**config.mk**
```make
export PLATFORM = sky130hd
export DESIGN_NAME = morse_text_decoder
export DESIGN_NICKNAME = d
export VERILOG_FILES = /design/src/sv/mtd_pkg.sv /design/src/sv/mtd_state_mem.sv /design/src/sv/mtd_step.sv /design/src/sv/morse_text_decoder.sv
export SDC_FILE = /design/constraint.sdc
export NUM_CORES = 1
export LEC_CHECK = 0
export ABC_AREA = 1
export BUFFER_PORTS_ARGS = -buffer_cell sky130_fd_sc_hd__buf_2
export CORE_ASPECT_RATIO = 1.4
export CORE_MARGIN = 1.5
export CORE_UTILIZATION = 45
export CTS_BUF_LIST = sky130_fd_sc_hd__clkbuf_2
export DETAILED_ROUTE_END_ITERATION = 16
export PLACE_DENSITY = 0.66
export SLEW_MARGIN = 5
export SYNTH_ARGS = -nofsm -noshare
export SYNTH_HDL_FRONTEND = slang
export SYNTH_SLANG_ARGS = --single-unit
```
**constraint.sdc**
```tcl
create_clock -name clk -period 4.24 [get_ports clk]
set_input_delay 0.848 -clock clk [delete_from_list [all_inputs] [get_ports clk]]
set_output_delay 0.848 -clock clk [all_outputs]
set_load 0.05 [all_outputs]
```
**src/sv/mtd_pkg.sv**
```systemverilog
// Shared types, constants and the code table for the Morse text decoder.
// No dependencies; used by mtd_state_mem, mtd_step and morse_text_decoder.
package mtd_pkg;

	localparam int CODE_W = 7;
	localparam int LEN_W  = 4;
	localparam int SYM_W  = 7;

	// longest run that is looked up; one more marks an overlong run
	localparam logic [LEN_W-1:0] MAX_CODE_LEN = LEN_W'(7);

	localparam logic [7:0]       CH_DOT   = 8'h2E;
	localparam logic [7:0]       CH_DASH  = 8'h2D;
	localparam logic [7:0]       CH_SPACE = 8'h20;
	localparam logic [SYM_W-1:0] SYM_SPACE = 7'h20;

	typedef struct packed {
		logic [CODE_W-1:0] code;
		logic [LEN_W-1:0]  len;
	} run_state_t;

	localparam int STATE_W = CODE_W + LEN_W;

	typedef struct packed {
		logic             hit;
		logic [SYM_W-1:0] ch;
	} sym_res_t;

	// Look up a run (dash = 1, first symbol most significant).
	function automatic sym_res_t lookup_code(input logic [LEN_W-1:0] len,
			input logic [CODE_W-1:0] code);
		sym_res_t r;
		r.hit = 1'b1;
		case ({len, code})
			{4'd1, 7'b0}:       r.ch = 7'h45; // E
			{4'd1, 7'b1}:       r.ch = 7'h54; // T
			{4'd2, 7'b01}:      r.ch = 7'h41; // A
			{4'd2, 7'b00}:      r.ch = 7'h49; // I
			{4'd2, 7'b11}:      r.ch = 7'h4D; // M
			{4'd2, 7'b10}:      r.ch = 7'h4E; // N
			{4'd3, 7'b100}:     r.ch = 7'h44; // D
			{4'd3, 7'b110}:     r.ch = 7'h47; // G
			{4'd3, 7'b101}:     r.ch = 7'h4B; // K
			{4'd3, 7'b111}:     r.ch = 7'h4F; // O
			{4'd3, 7'b010}:     r.ch = 7'h52; // R
			{4'd3, 7'b000}:     r.ch = 7'h53; // S
			{4'd3, 7'b001}:     r.ch = 7'h55; // U
			{4'd3, 7'b011}:     r.ch = 7'h57; // W
			{4'd4, 7'b1000}:    r.ch = 7'h42; // B
			{4'd4, 7'b1010}:    r.ch = 7'h43; // C
			{4'd4, 7'b0010}:    r.ch = 7'h46; // F
			{4'd4, 7'b0000}:    r.ch = 7'h48; // H
			{4'd4, 7'b0111}:    r.ch = 7'h4A; // J
			{4'd4, 7'b0100}:    r.ch = 7'h4C; // L
			{4'd4, 7'b0110}:    r.ch = 7'h50; // P
			{4'd4, 7'b1101}:    r.ch = 7'h51; // Q
			{4'd4, 7'b0001}:    r.ch = 7'h56; // V
			{4'd4, 7'b1001}:    r.ch = 7'h58; // X
			{4'd4, 7'b1011}:    r.ch = 7'h59; // Y
			{4'd4, 7'b1100}:    r.ch = 7'h5A; // Z
			{4'd5, 7'b01111}:   r.ch = 7'h31; // 1
			{4'd5, 7'b00111}:   r.ch = 7'h32; // 2
			{4'd5, 7'b00011}:   r.ch = 7'h33; // 3
			{4'd5, 7'b00001}:   r.ch = 7'h34; // 4
			{4'd5, 7'b00000}:   r.ch = 7'h35; // 5
			{4'd5, 7'b10000}:   r.ch = 7'h36; // 6
			{4'd5, 7'b11000}:   r.ch = 7'h37; // 7
			{4'd5, 7'b11100}:   r.ch = 7'h38; // 8
			{4'd5, 7'b11110}:   r.ch = 7'h39; // 9
			{4'd5, 7'b11111}:   r.ch = 7'h30; // 0
			{4'd5, 7'b10010}:   r.ch = 7'h2F; // slash
			{4'd5, 7'b10110}:   r.ch = 7'h28; // open bracket
			{4'd5, 7'b01000}:   r.ch = 7'h26; // ampersand
			{4'd5, 7'b10001}:   r.ch = 7'h3D; // equals
			{4'd6, 7'b010101}:  r.ch = 7'h2E; // full stop
			{4'd6, 7'b110011}:  r.ch = 7'h2C; // comma
			{4'd6, 7'b001100}:  r.ch = 7'h3F; // question mark
			{4'd6, 7'b101011}:  r.ch = 7'h21; // exclamation mark
			{4'd6, 7'b101101}:  r.ch = 7'h29; // close bracket
			{4'd6, 7'b111000}:  r.ch = 7'h3A; // colon
			{4'd6, 7'b101010}:  r.ch = 7'h3B; // semicolon
			{4'd6, 7'b100001}:  r.ch = 7'h2D; // hyphen
			{4'd6, 7'b001101}:  r.ch = 7'h5F; // underscore
			{4'd6, 7'b011010}:  r.ch = 7'h40; // at sign
			{4'd7, 7'b0001001}: r.ch = 7'h24; // dollar
			default: begin
				r.hit = 1'b0;
				r.ch  = SYM_SPACE;
			end
		endcase
		return r;
	endfunction

endpackage

```
**src/sv/mtd_state_mem.sv**
```systemverilog
// Run state store of the Morse text decoder: one-entry synchronous memory
// with a registered read, write-first bypass and a reset valid bit. Uses mtd_pkg.
module mtd_state_mem (
	input  logic               clk,
	input  logic               arst_n,
	input  logic               rd_en,
	input  logic               wr_en,
	input  mtd_pkg::run_state_t wr_data,
	output mtd_pkg::run_state_t rd_data
);
	import mtd_pkg::*;

	logic [STATE_W-1:0] mem_q [1];
	logic               vld_q;
	run_state_t         rd_q;

	// write the single entry
	always_ff @(posedge clk) begin
		if (wr_en) begin
			mem_q[0] <= wr_data;
		end
	end

	// mark the entry written; until then it reads as an empty run
	always_ff @(posedge clk or negedge arst_n) begin
		if (!arst_n) begin
			vld_q <= 1'b0;
		end else if (wr_en) begin
			vld_q <= 1'b1;
		end
	end

	// registered read; a write in the same cycle is forwarded
	always_ff @(posedge clk) begin
		if (rd_en) begin
			if (wr_en) begin
				rd_q <= wr_data;
			end else if (vld_q) begin
				rd_q <= run_state_t'(mem_q[0]);
			end else begin
				rd_q <= '0;
			end
		end
	end

	assign rd_data = rd_q;

	// a stored run never grows past the overlong mark
	a_len_bound: assert property (@(posedge clk) disable iff (!arst_n)
		wr_en |-> wr_data.len <= MAX_CODE_LEN + LEN_W'(1))
		else $error("run length beyond overlong mark");

	// no code bits above the run length
	a_code_fits: assert property (@(posedge clk) disable iff (!arst_n)
		(wr_en && wr_data.len < MAX_CODE_LEN) |->
		((wr_data.code >> wr_data.len) == '0))
		else $error("code bits above run length");

endmodule

```
**src/sv/mtd_step.sv**
```systemverilog
// Per-character update of the Morse text decoder: extends or ends the run
// and looks up the finished code. Uses mtd_pkg.
module mtd_step (
	input  logic                cur_vld,
	input  logic [7:0]          char_in,
	input  logic                is_final,
	input  mtd_pkg::run_state_t cur,
	output mtd_pkg::run_state_t nxt,
	output mtd_pkg::sym_res_t   res
);
	import mtd_pkg::*;

	logic       is_sym;
	logic       is_dash;
	logic       end_run;
	run_state_t upd;
	sym_res_t   hit;

	assign is_sym  = (char_in == CH_DOT) || (char_in == CH_DASH);
	assign is_dash = (char_in == CH_DASH);

	// extend the run; past the limit symbols bump the count up to the overlong mark
	always_comb begin
		upd = cur;
		if (is_sym && cur.len <= MAX_CODE_LEN) begin
			if (cur.len < MAX_CODE_LEN) begin
				upd.code = {cur.code[CODE_W-2:0], is_dash};
			end
			upd.len = cur.len + LEN_W'(1);
		end
	end

	assign end_run = is_sym ? is_final : (cur.len != '0);
	assign hit     = lookup_code(upd.len, upd.code);

	// clear on end of run, otherwise keep the extended run
	assign nxt = end_run ? run_state_t'('0) : upd;

	// pick the result: decoded character, word gap, or nothing
	always_comb begin
		res.ch  = hit.ch;
		res.hit = 1'b0;
		if (cur_vld) begin
			if (end_run) begin
				res.hit = hit.hit;
			end else if (!is_sym && char_in != CH_SPACE) begin
				res.hit = 1'b1;
				res.ch  = SYM_SPACE;
			end
		end
	end

endmodule

```
**src/sv/morse_text_decoder.sv**
```systemverilog
// Morse text decoder top level: input stage, state store, update logic and
// output register. Depends on mtd_pkg, mtd_state_mem and mtd_step.
//
// Usage: characters of a textual Morse stream ('.', '-', space, others)
// enter on char_in with is_final marking the last one; a transfer takes
// place when char_valid is high and char_stall low. Decoded ASCII
// characters and word gaps leave on symbol, transferred when symbol_valid
// is high and symbol_stall low. A character gives zero or one symbol.
// Order: a transfer puts the character in the update stage and reads the
// run state; the output register is loaded when that stage advances.
// Throughput: one character per cycle while char_stall is low. The run
// state lives in a one-entry memory read at transfer and written when the
// character leaves the update stage; the write-first bypass of that memory
// lets the next character follow straight away.
// Reset: arst_n clears the pipeline valids and the store's valid bit, so
// the run state reads as empty and no symbol is shown.
// Stall: while symbol_stall holds a waiting symbol, one more character is
// taken into the update stage; then char_stall rises until the symbol goes.
module morse_text_decoder (
	input  logic                      clk,
	input  logic                      arst_n,
	input  logic                      char_valid,
	output logic                      char_stall,
	input  logic [7:0]                char_in,
	input  logic                      is_final,
	output logic                      symbol_valid,
	input  logic                      symbol_stall,
	output logic [mtd_pkg::SYM_W-1:0] symbol
);
	import mtd_pkg::*;

	logic             accept;
	logic             s1_adv;
	logic             vld_s1;
	logic [7:0]       char_s1;
	logic             fin_s1;
	run_state_t       cur_st;
	run_state_t       nxt_st;
	sym_res_t         res;
	logic             out_vld_q;
	logic [SYM_W-1:0] symbol_q;

	assign s1_adv     = vld_s1 && (!out_vld_q || !symbol_stall);
	assign char_stall = vld_s1 && out_vld_q && symbol_stall;
	assign accept     = char_valid && !char_stall;

	// hold the character for the update stage
	always_ff @(posedge clk or negedge arst_n) begin
		if (!arst_n) begin
			vld_s1 <= 1'b0;
		end else if (accept) begin
			vld_s1 <= 1'b1;
		end else if (s1_adv) begin
			vld_s1 <= 1'b0;
		end
	end

	always_ff @(posedge clk) begin
		if (accept) begin
			char_s1 <= char_in;
			fin_s1  <= is_final;
		end
	end

	mtd_state_mem u_mem (
		.clk     (clk),
		.arst_n  (arst_n),
		.rd_en   (accept),
		.wr_en   (s1_adv),
		.wr_data (nxt_st),
		.rd_data (cur_st)
	);

	mtd_step u_step (
		.cur_vld  (vld_s1),
		.char_in  (char_s1),
		.is_final (fin_s1),
		.cur      (cur_st),
		.nxt      (nxt_st),
		.res      (res)
	);

	// load the output register on advance, drop it once transferred
	always_ff @(posedge clk or negedge arst_n) begin
		if (!arst_n) begin
			out_vld_q <= 1'b0;
		end else if (s1_adv) begin
			out_vld_q <= res.hit;
		end else if (!symbol_stall) begin
			out_vld_q <= 1'b0;
		end
	end

	always_ff @(posedge clk) begin
		if (s1_adv && res.hit) begin
			symbol_q <= res.ch;
		end
	end

	assign symbol_valid = out_vld_q;
	assign symbol       = symbol_q;

	// a held character stays in the update stage
	a_s1_kept: assert property (@(posedge clk) disable iff (!arst_n)
		(vld_s1 && !s1_adv) |=> vld_s1)
		else $error("character lost from update stage");

	// back-pressure only when a symbol waits and the stage is full
	a_stall_cause: assert property (@(posedge clk) disable iff (!arst_n)
		char_stall |-> (vld_s1 && out_vld_q && symbol_stall))
		else $error("input stalled without cause");

	// emitted symbols stay in the printable range of the table
	a_sym_range: assert property (@(posedge clk) disable iff (!arst_n)
		symbol_valid |-> (symbol >= SYM_W'(32) && symbol <= SYM_W'(95)))
		else $error("symbol out of range");

endmodule

```
Word-level counts from Yosys, hierarchy flattened

Memories as Yosys holds them, arrays and structs flattened.
Index checks and enable logic that the tools add are counted.

Register bits after elaboration: 30
Memories: 1
Output and inout bits: 9
Logic and storage cells: 101
Memory bits (writable): 11
Input bits: 13

Reduce and logical (&&, ||, !) cells: 16
Equal/unequal tests: 55
$add $sub $neg: 1
Magnitude comparators: 2
Muxes and demuxes: 18

Memory list:

| memory      | depth | width | rd ports | clocked after Yosys merged registers in | wr ports | line                | text |
|---|---|---|---|---|---|---|---|
| u_mem.mem_q | 1     | 11    | 1        | 0                                       | 1        | mtd_state_mem.sv:13 | `logic [STATE_W-1:0] mem_q [1];` |

Operator list:

| operator             | number |
|---|---|
| $eq 11x10->1 const B | 37 |
| $pmux 7 s51          | 1 |
| $eq 11x9->1 const B  | 12 |
| $reduce_or 51->1     | 1 |
| $mux 11              | 4 |
| $eq 11x8->1 const B  | 2 |
| $eq 8x6->1 const B   | 2 |
| $mux 8               | 2 |
| $mux 7               | 2 |
| $mux 1               | 9 |
| $ne 8x6->1 const B   | 1 |
| $logic_and 1x1->1    | 7 |
| $add 4x1->4 const B  | 1 |
| $le 4x3->1 const B   | 1 |
| $logic_not 1->1      | 4 |
| $lt 4x3->1 const B   | 1 |
| $reduce_bool 4->1    | 1 |
| $logic_or 1x1->1     | 2 |
| $ne 2x1->1 const B   | 1 |
| $reduce_bool 2->1    | 1 |

Depth between registers and ports, before layout

Gate-level depths: netlist (run 1).

Depth in word-level cells: 10
Gate-level depth with buffers: 20
Depth with buffers taken out: 20

Cells and area by module

A second synthesis (run 1) with hierarchy kept.

Cells, all modules: 511
Area, all modules: 3,842.4 µm²

By module, submodules not included:

| module             | area each (µm²) | times used | cells each | seq. area each (µm²) |
|---|---|---|---|---|
| mtd_step           | 2,334.7         | 1          | 419        | 0.0 |
| mtd_state_mem      | 920.9           | 1          | 61         | 685.7 |
| morse_text_decoder | 586.8           | 1          | 31         | 530.5 |

Worst setup path after synthesis (run 1)

Ideal clock, no wire load.

Path kind: register -> register
Start point: register u_mem.rd_q, in the netlist u_mem.rd_data[0]
End point: register symbol_q[0] (netlist: symbol[0]) (enable)
Library setup time: 0.319 ns
Setup slack: 1.696 ns
Path buffers: 2
Required time: 3.921 ns
Period minus slack after synthesis: 2.544 ns
Data arrival time: 2.225 ns
Cell stages (with the launch flop): 19
Path through: edfxtp_1 ha_1 nand2_2 nand2_4 buf_6 o21ai_0 nand3_1 nand2_1 nand2_2 nor2_4 buf_6 nand3_1 nand2_1 nor2_1 nand2_1 nor2_1 nand3_1 nand2_1 inv_1

Cells in the longest elaborated chain, start to end: 9
Elaborated cells between the ends (all ways): 64
Those cells by class: add/sub: 1; order compare: 2; eq/ne: 51; mux: 6; reduce/logical: 4

RTL lines:

| item                                        | line                           | text |
|---|---|---|
| start, declared                             | mtd_state_mem.sv:15            | `run_state_t rd_q;` |
| start signal, assigned                      | mtd_state_mem.sv:37            | `rd_q <= wr_data;` |
| start signal, assigned                      | mtd_state_mem.sv:39            | `rd_q <= run_state_t'(mem_q[0]);` |
| $lt 4x3->1 or $le 4x3->1 (tied branches)    | mtd_step.sv:26, mtd_step.sv:25 |  |
| $mux 7 or $logic_and 1x1->1 (tied branches) | mtd_step.sv:26, mtd_step.sv:25 |  |
| $mux 11                                     | mtd_step.sv:25                 | `if (is_sym && cur.len <= MAX_CODE_LEN) begin` |
| $eq 11x8->1 (tied with other cells)         | mtd_pkg.sv:34                  | `case ({len, code})` |
| $reduce_or 51->1 (no line)                  | -                              |  |
| $mux 1                                      | mtd_pkg.sv:34                  |  |
| $mux 1 *                                    | mtd_step.sv:44                 | `if (end_run) begin` |
| $mux 8 *                                    | mtd_step.sv:43                 | `if (cur_vld) begin` |
| $logic_and 1x1->1 *                         | morse_text_decoder.sv:95       | `if (s1_adv && res.hit) begin` |
| end signal, assigned                        | morse_text_decoder.sv:96       | `symbol_q <= res.ch;` |
| end, declared                               | morse_text_decoder.sv:41       | `logic [SYM_W-1:0] symbol_q;` |

Every way passes the cells marked *; elsewhere a longest branch is shown, timed or not.
A chain may end at the register's enable or synchronous reset.

Worst setup path after layout (run 1)

Start point: register u_mem.rd_q, in the netlist u_mem.rd_data[3]
End point: register symbol_q[0] (netlist: symbol[0]) (enable)

Same word-level chain as after synthesis.

==> results of run 1 <==
logic make-up after synthesis:
logic type	Yosys count	synth area share, %
xor+xnor	1	0.241
fa+ha+maj	2	0.689
compound gates	24	4.03
simple gates	402	52.8
flops	41	33.5
buf+inv	72	8.79
worst max-delay path by stage:
stage	startpoint	endpoint	slack [ns]	cells past startpoint
finish	u_mem.rd_data[3]$_DFFE_PP_	symbol[0]$_DFFE_PP_	1.00	13
global route	u_mem.rd_data[3]$_DFFE_PP_	symbol[0]$_DFFE_PP_	0.74	13
CTS	u_mem.rd_data[3]$_DFFE_PP_	symbol[1]$_DFFE_PP_	1.06	13
detailed placement	u_mem.rd_data[3]$_DFFE_PP_	symbol[1]$_DFFE_PP_	1.07	13
global placement	u_mem.rd_data[3]$_DFFE_PP_	symbol[0]$_DFFE_PP_	1.06	13
floorplan	u_mem.rd_data[0]$_DFFE_PP_	symbol[0]$_DFFE_PP_	1.70	18
worst max-delay path: stages (launching register included):
cell	delay (ns)
edfxtp_1	0.45
inv_2	0.36
nand4_4	0.38
o21ai_2	0.45
nand2_2	0.17
nor2_2	0.31
nand3_1	0.15
nand2_1	0.15
nor2_1	0.06
nand2_1	0.06
nor2_1	0.04
nand3_1	0.11
nand2_1	0.08
inv_1	0.21
sequential cells by signal, indices dropped and copies added (netlist names):
register,flops
fin_s1,1
symbol_valid,1
char_s1,8
u_mem.rd_data,11
symbol,7
u_mem.vld_q,1
vld_s1,1
u_mem.mem_q,11
through the flow:
step                cell area (um^2)  power (mW)  cells  util [%]
detailed placement              3770       0.922    651      48.4
global placement                3770       0.919    651      48.4
finish                          3810        1.09    659      48.9
CTS                             3810        1.10    659      48.9
floorplan                       3630       0.836    542         -
global route                    3810        1.16    659      48.9
power groups by stage:
stage	combinational (mW)	clock (mW)	sequential (mW)
final	0.390	0.174	0.525
after global routing	0.432	0.198	0.530
after CTS	0.388	0.183	0.525
after detailed placement	0.387	0	0.535
after global placement	0.385	0	0.534
after floorplan	0.283	0	0.553
per-layer routing:
metal | track usage (%) | wire (um)
met5 | 0 | 0
met4 | 21.3 | 863
met3 | 3.60 | 529
met2 | 44.8 | 5160
met1 | 27.5 | 3850
Yosys cell counts, drive strengths merged:
| library cell | instances | area (um^2) |
|---|---|---|
| a21oi | 3 | 15.0 |
| or2 | 1 | 6.26 |
| o31ai | 5 | 37.5 |
| dfrtp | 3 | 75.1 |
| edfxtp | 38 | 1140 |
| o21a | 1 | 7.51 |
| o311ai | 1 | 8.76 |
| nand3 | 77 | 425 |
| nor4 | 1 | 6.26 |
| nor2 | 100 | 488 |
| o21ai | 14 | 77.6 |
| buf | 9 | 82.6 |
| inv | 59 | 221 |
| ha | 2 | 25.0 |
| clkbuf | 4 | 15.0 |
| nand3b | 2 | 15.0 |
| nand4 | 6 | 52.6 |
| nand2 | 211 | 902 |
| nor3 | 4 | 20.0 |
| xor2 | 1 | 8.76 |
final cells by class:
type                    instances  area (um^2)
multi-input cells             429         2100
clock inverters                 3         16.3
repair buffers                 22          113
inverters                      59          221
flip-flops and latches         41         1220
well taps                     100          125
fillers                       861         3990
clock buffers                   5         25.0
==> results.md, run 1 <==
- Post-Syn Instances: 542
- Post-Syn Nets: 557
- Die area: 8620 um^2
- Synth cell types: 30
- DP Worst Slack: approximately 1.1 ns
- Cts bufs inserted: 5
- Clk sinks: 41
- Sequential Power Share: approximately half
- Min cycle time layout: 3.24 ns
- Remaining DRCs: 0
- Switching share of total power: 41.8%
- Max Slew Vio Count: 0
- Row cnt: 38
- Clk_skew: 0.0242 ns
- GRT overflow: 0
- PwrDens: roughly 290 nW/um^2
- CP Class: flip-flop to flip-flop
- Switching power of the nets: 456 uW
- Vias after detailed routing: 3584
- WL final: 10400 um
- Post-cts sizing count: 0
- Layout area overhead: 5.00%
- Max frequency: 309 MHz
- Die W: 78.9 um
- Clock network power share: between 15 and 20%
- Syn Area/Cell: 6.70 um^2
- Core area: 7800 um^2
- Reg2Reg Launch Point: u_mem.rd_data[3]$_DFFE_PP_
- Maximum clock insertion buffer count: 2
- CP endpoint kind: flip-flop
- Post-CTS Setup Bufs: 0
- Clk slew on worst S/H paths: about 0.22 ns
- VDD IR max: 0.200 mV
- Largest net degree at the start of global routing: 23
- Hold Crit Class: input pin to async pin
- Worst Max-Slew Pin Slew: between 0.7 and 0.8 ns
- Type of origin of the critical path: flip-flop
- I/O pins: 22
- Total global-route track usage: between 20% and 30%
- Most common cell after layout, fill and taps aside: nand2_1
- Leak pwr: 2.03 nW
- Most frequent cells in the layout: 177 x nand2_1, 77 x nor2_1, 69 x nand3_1
- Vias in the first global route: 3474
- Total of max-cap violations: 0
- Crit Path Max Fanout: 22
- Initial DRC count: 361
- DRT Pass-1 Iters: 5
- Diode count: 0
- Average wire per standard cell: 15.8 um
- Global-route wire length before repair: around 17000 um
- Internal: 634 uW
- Setup tns final: 0 ns
- Worst skew pair latency: ~0.43 ns
- Worst Reg-to-Reg Cells: 13
- H-Tree Depth: 2
- Reg-to-reg critical path endpoint: symbol[0]$_DFFE_PP_
- RSZ-0062 raised after global routing: no
- Mapped Area: 3630 um^2
- Min Hold Slack: between 0.15 and 0.2 ns
- FF-to-FF setup slack: between 1 and 1.5 ns
- Run status: completed
- Slew margin rel.: 48.0%
- Crit path DAT: 3.40 ns
- Combinational share of power: 35.8%
- DP HPWL: about 8400 um
- # setup viols final: 0
- CTS tree: built
- Starting density of the core: between 40% and 50%
- RePlAce Congestion: 1.04
- Initial antenna violation count: 0
- YS warnings: 0
- CTS root buf: clkbuf_2
- WP data required: 4.40 ns
- Crit share post-route: 76.4%
- Drt via density: 5.44
- Share of cells above drive strength 1: ~19%
- Final Hold Violating Endpoints: 0
- PnR worst setup slack: 1.00 ns
- Die height: 109 um
- # hold bufs at CTS: 0
- FF+latch count, synth: 41
- Sequential share of the synthesized area: 33.5%
- Antenna Nets Post-Route: 0
- # port buffers: 21
- Layout Nets: approximately 570
(Power assumes the default switching activity.)
==> inputs of run 2 (changes only) <==
--- a/config.mk
+++ b/config.mk
@@ -12,7 +12,7 @@
 export CORE_UTILIZATION = 45
 export CTS_BUF_LIST = sky130_fd_sc_hd__clkbuf_2
 export DETAILED_ROUTE_END_ITERATION = 16
-export PLACE_DENSITY = 0.66
+export PLACE_DENSITY = 0.68
 export SLEW_MARGIN = 5
 export SYNTH_ARGS = -nofsm -noshare
 export SYNTH_HDL_FRONTEND = slang
==> constraint.sdc (replaced) <==
create_clock -name clk -period 2.9 [get_ports clk]
set_input_delay 0.58 -clock clk [delete_from_list [all_inputs] [get_ports clk]]
set_output_delay 0.58 -clock clk [all_outputs]
set_load 0.05 [all_outputs]
==> run 2 against run 1 <==
  * Clock skew rose by 0.010 ns
  * Non-clock buffer count rose by 29
  * Via count rose by 7.2%
  * Total power rose by 56%
  * Highest routed layer unchanged
  * Sequential share of layout area fell by 3.4 points
  * Core utilization rose by 5.8 points
  * Maximum frequency rose by 15%
  * Flip-flop and latch count did not move
  * Die area did not move
==> results.md, run 2 (synthesis gave the netlist of run 1 again) <==
- Run status: completed
- Share of cells above drive strength 1: 29.1%
- Die height: 109 um
- WL final: 11200 um
- Vias after detailed routing: 3842
- VDD IR max: 0.292 mV
- DP HPWL: 8270 um
- Hold Crit Class: input pin to flip-flop
- PwrDens: 399 nW/um^2
- Vias in the first global route: 3595
- Cts bufs inserted: 5
- Internal: 980 uW
- Maximum clock insertion buffer count: 2
- Starting density of the core: about 47%
- Combinational share of power: 40.3%
- Drt via density: 5.55
- Clk sinks: 41
- Min Hold Slack: 0.299 ns
- Crit path DAT: between 3 and 4 ns
- Leak pwr: about 2.2 nW
- Number of fillers in the final layout: 770
- CP endpoint kind: flip-flop
- Worst Max-Slew Pin Slew: ~0.78 ns
- Average wire per standard cell: 16.2 um
- RePlAce Congestion: 1.03
- Switching share of total power: 42.4%
- DRT Pass-1 Iters: 5
- Max Slew Vio Count: 0
- RSZ-0062 raised after global routing: yes
- I/O pins: 22
- Min cycle time layout: 2.82 ns
- Worst skew pair latency: around 0.43 ns
- CTS tree: built
- Most common cell after layout, fill and taps aside: nand2_1
- Clock network power share: 14.6%
- CTS root buf: clkbuf_2
- Final Hold Violating Endpoints: 0
- Global-route wire length before repair: 16900 um
- Total of max-cap violations: 0
- CP Class: flip-flop to flip-flop
- Clk_skew: 0.0343 ns
- Reg area: about 1200 um^2
- Initial antenna violation count: 0
- Type of origin of the critical path: flip-flop
- Initial DRC count: 383
- Total global-route track usage: 25.9%
- H-Tree Depth: 2
- Multi-input gate area: between 2000 and 2500 um^2
- GRT overflow: 0
- Diode count: 0
- Remaining DRCs: 0
- # port buffers: 21
- Sequential Power Share: 45.1%
- Crit Path Max Fanout: 6
- Core area: 7800 um^2
- Antenna Nets Post-Route: 0
- Die area: 8620 um^2
- # setup viols final: 0
- Layout area overhead: 17.4%
- Most frequent cells in the layout: 163 x nand2_1, 66 x nor2_1, 66 x nand3_1
- Max frequency: 355 MHz
- Switching power of the nets: 720 uW
- Clk slew on worst S/H paths: 0.21 ns
- Total power draw: approximately 1.7 mW
- Die W: slightly below 80 um
- Largest net degree at the start of global routing: 23
- Row cnt: 38
- WP data required: 3.13 ns
- Layout Nets: 606
- Slew margin rel.: 48.1%
- Crit share post-route: a little over nine tenths
==> run 2: worst paths after layout <==
path,start,end,slack [ns],depth (start not counted)
worst max-delay path,char_s1[4]$_DFFE_PP_,symbol[6]$_DFFE_PP_,0.08,15
worst min-delay path,char_in[2],char_s1[2]$_DFFE_PP_,0.30,1
worst max register to register,char_s1[4]$_DFFE_PP_,symbol[6]$_DFFE_PP_,0.08,15
worst min register to register,u_mem.mem_q[0][4]$_DFFE_PP_,u_mem.rd_data[4]$_DFFE_PP_,0.54,2
max in group asynchronous,arst_n,u_mem.vld_q$_DFFE_PN0P_,2.35,2
min in group asynchronous,arst_n,symbol_valid$_DFFE_PN0P_,0.44,2
==> run 2: repair_timing <==
action,in CTS,in global routing
endpoints found under the hold margin,3,0
gates cloned,2,2
endpoints found under the setup margin,7,15
buffers inserted,2,10
hold buffers,1,0
gates resized for setup,1,52
pin swaps,3,15
==> run 2: critical path: stages (launching register included) <==
cell and delay, ns:
edfxtp_1 0.47, nor2_2 0.14, nand3_2 0.16, nor2_4 0.15, buf_4 0.15, buf_4 0.12
nand3_1 0.06, nand2_1 0.11, nand2_2 0.15, nor2_4 0.21, buf_4 0.15, nand2_1 0.04
o311ai_1 0.40, nor2_1 0.14, nand2_2 0.11, inv_2 0.03
==> run 2: metal layers <==
| metal | track usage (%) | vias to the layer above | wire length [um] |
|---|---|---|---|
| met5 | 0 | - | 0 |
| li1 | - | 1840 | - |
| met2 | 45.4 | 179 | 5520 |
| met4 | 21.2 | 0 | 1010 |
| met3 | 3.77 | 80 | 660 |
| met1 | 27.2 | 1743 | 4000 |
==> run 2: power by group through the flow <==
| stage | logic, mW | clock network [mW] | registers [mW] |
|---|---|---|---|
| after floorplan | 0.413 | 0 | 0.809 |
| after global placement | 0.587 | 0 | 0.777 |
| after detailed placement | 0.588 | 0 | 0.779 |
| after CTS | 0.597 | 0.258 | 0.766 |
| after global routing | 0.747 | 0.281 | 0.773 |
| final | 0.685 | 0.248 | 0.768 |
==> run 2: area by class of cell <==
class | count | share of cell area, %
sequential | 41 | 28.5
clock inverter | 2 | 0.235
timing repair buffer | 51 | 8.39
tap | 100 | 2.93
inverter | 59 | 5.31
multi-input combinational | 433 | 53.9
clock buffer | 6 | 0.704
==> run 2: stage by stage <==
| stage | instances | cell area (um^2) | util (%) | TNS [ns] | setup WS, ns |
|---|---|---|---|---|---|
| after global routing | 692 | 4260 | 54.7 | -0.396 | -0.0621 |
| after floorplan | 542 | 3630 | - | 0 | 0.356 |
| final | 692 | 4260 | 54.7 | 0 | 0.0831 |
| after detailed placement | 667 | 3920 | 50.2 | -0.727 | -0.104 |
| after CTS | 680 | 4000 | 51.3 | 0 | 0.00651 |
| after global placement | 667 | 3920 | 50.2 | -0.226 | -0.0323 |
==> inputs of run 3 (changes only) <==
--- a/config.mk
+++ b/config.mk
@@ -13,6 +13,7 @@
 export CTS_BUF_LIST = sky130_fd_sc_hd__clkbuf_2
 export DETAILED_ROUTE_END_ITERATION = 16
 export PLACE_DENSITY = 0.68
+export RECOVER_POWER = 50
 export SLEW_MARGIN = 5
 export SYNTH_ARGS = -nofsm -noshare
 export SYNTH_HDL_FRONTEND = slang
==> run 3 against run 2 <==
  * Core utilization is 0.19 points lower
  * Non-clock buffer count stayed put
  * Global-route usage stayed put
  * Wire length is 0.13% higher
  * Register-to-register slack hardly changed
  * Via count is 0.13% higher
  * Setup slack worse by 0.0045 ns
  * Clock skew is 0.00076 ns higher
  * Die area stayed put
  * Hold slack hardly changed
  * Highest routed layer unchanged
==> results.md, run 3 (synthesis gave the netlist of run 1 again) <==
- Layout Nets: 606
- WP data required: 3.13 ns
- Remaining DRCs: 0
- Worst Hold Path EP: char_s1[2]$_DFFE_PP_
- Placed inst area: 3920 um^2
- RSZ-0062 raised after global routing: yes
- Run status: completed
- # port buffers: 21
- Placed Cells: 667
- CP Class: flip-flop to flip-flop
- # setup viols final: 0
- CTS tree: built
- Reg2Reg Launch Point: char_s1[4]$_DFFE_PP_
- Hold Crit Class: input pin to flip-flop
- PwrDens: approximately 400 nW/um^2
- Type of origin of the critical path: flip-flop
- Die W: approximately 80 um
- Initial DRC count: 385
- Initial antenna violation count: 0
- Worst Reg-to-Reg Cells: 15
- Average wire per standard cell: between 15 and 20 um
- Clk sinks: 41
- Maximum clock insertion buffer count: 2
- Total of max-cap violations: 0
- Slew margin rel.: 48.1%
- Drt via density: 5.56
- H-Tree Depth: 2
- Setup tns final: 0 ns
- Global-route wire length before repair: roughly 17000 um
- Total power draw: 1.70 mW
- Crit share post-route: approximately 97%
- Most frequent cells in the layout: 163 x nand2_1, 66 x nor2_1, 66 x nand3_1
- Cts bufs inserted: 5
- Crit path DAT: 3.05 ns
- Max frequency: 354 MHz
- Most frequent CP cell: buf_4
- Die height: 109 um
- Most common cell after layout, fill and taps aside: nand2_1
- GRT overflow: 0
- Final Non-Filler Cells: 692
- Die area: 8620 um^2
- Reg-to-reg critical path endpoint: symbol[6]$_DFFE_PP_
- Critical path origin: char_s1[4]$_DFFE_PP_
- WL final: 11200 um
- VDD IR max: about 0.29 mV
- Starting density of the core: 46.6%
- Hold Path Cell Cnt: 1
- Share of cells above drive strength 1: about 27%
- Clk_skew: 0.0351 ns
- Slowest CP cell: edfxtp_1
- Fin area: 4250 um^2
- Core area: 7800 um^2
- Crit path buffers/inverters: 4
- Worst Max-Slew Pin Slew: 0.777 ns
- Min cycle time layout: 2.82 ns
- CP peak stage delay: 0.47 ns
- RePlAce Congestion: a little over 1
- CP endpoint kind: flip-flop
- CTS root buf: clkbuf_2
- Delay-heaviest family, CP: simple AND/OR/NAND/NOR gates
- Vias in the first global route: roughly 3600
- CP cell instances: nor2_2, nand3_2, nor2_4, buf_4, buf_4, nand3_1, nand2_1, nand2_2, nor2_4, buf_4, nand2_1, o311ai_1, nor2_1, nand2_2, inv_2
- FF-to-FF setup slack: 0.08 ns
- I/O pins: 22
- Row cnt: 38
- DRT Pass-1 Iters: 5
- Vias after detailed routing: 3847
- Worst skew pair latency: 0.43 ns
- Crit Path Max Fanout: 6
- Antenna Nets Post-Route: 0
- Leak pwr: 2.18 nW
- Total global-route track usage: 25.9%
- Max Slew Vio Count: 0
- Final Hold Violating Endpoints: 0
- DP HPWL: 8270 um
- Layout area overhead: 17.0%
- Clk slew on worst S/H paths: approximately 0.22 ns
- Largest net degree at the start of global routing: 23
- Diode count: 0
- Hold Path Origin: char_in[2]
run 3: metrics by stage:
| step | setup WS, ns | util [%] | hold slack (ns) |
|---|---|---|---|
| after global placement | -0.0323 | 50.2 | 0.377 |
| after global routing | -0.0621 | 54.5 | 0.257 |
| final | 0.0786 | 54.5 | 0.299 |
| after CTS | 0.00651 | 51.3 | 0.294 |
| after detailed placement | -0.104 | 50.2 | 0.382 |
| after floorplan | 0.356 | - | 0.284 |
run 3: per-layer routing:
layer  up-vias  part of all wire [%]  GRT usage [%]
li1       1842                     -              -
met1      1737                    36           27.2
met2       183                    49           45.4
met3        85                   5.6           3.77
met4         0                   9.3           21.2
met5         -                     0              0
run 3: power by group:
| group | switching [mW] | total, mW | internal (mW) | leakage [nW] |
|---|---|---|---|---|
| Clock | 0.188 | 0.248 | 0.0604 | 0.0327 |
| Sequential | 0.0369 | 0.768 | 0.731 | 0.408 |
| Combinational | 0.497 | 0.680 | 0.183 | 1.74 |
| Total | 0.722 | 1.70 | 0.974 | 2.18 |
run 3: layout make-up:
class | instances | area [um^2]
Tap cell | 100 | 125
Inverter | 59 | 226
Timing Repair Buffer | 51 | 343
Clock inverter | 2 | 10.0
Multi-Input combinational cell | 433 | 2300
Fill cell | 779 | 3550
Sequential cell | 41 | 1220
Clock buffer | 6 | 30.0
run 3: worst register-to-register path: stages, from the launching register on:
cell	delay, ns
edfxtp_1	0.47
nor2_2	0.14
nand3_2	0.16
nor2_4	0.15
buf_4	0.15
buf_4	0.12
nand3_1	0.06
nand2_1	0.11
nand2_2	0.15
nor2_4	0.22
buf_4	0.15
nand2_1	0.04
o311ai_1	0.40
nor2_1	0.14
nand2_2	0.11
inv_2	0.03
run 3: what timing repair did:
| action | CTS | global route |
|---|---|---|
| gates resized for setup | 1 | 52 |
| hold buffers | 1 | 0 |
| setup endpoints to repair | 7 | 15 |
| buffers inserted | 2 | 10 |
| gates cloned | 2 | 2 |
| pin swaps | 3 | 15 |
| hold endpoints to repair | 3 | 0 |
run 3: how the worst max path moves through the flow:
| stage | slack (ns) | cells after the start | to |
|---|---|---|---|
| after floorplan | 0.36 | 18 | symbol[0]$_DFFE_PP_ |
| after global placement | -0.03 | 17 | symbol[3]$_DFFE_PP_ |
| after detailed placement | -0.10 | 17 | symbol[4]$_DFFE_PP_ |
| after CTS | 0.007 | 17 | symbol[1]$_DFFE_PP_ |
| after global routing | -0.06 | 20 | symbol[6]$_DFFE_PP_ |
| final | 0.08 | 15 | symbol[6]$_DFFE_PP_ |
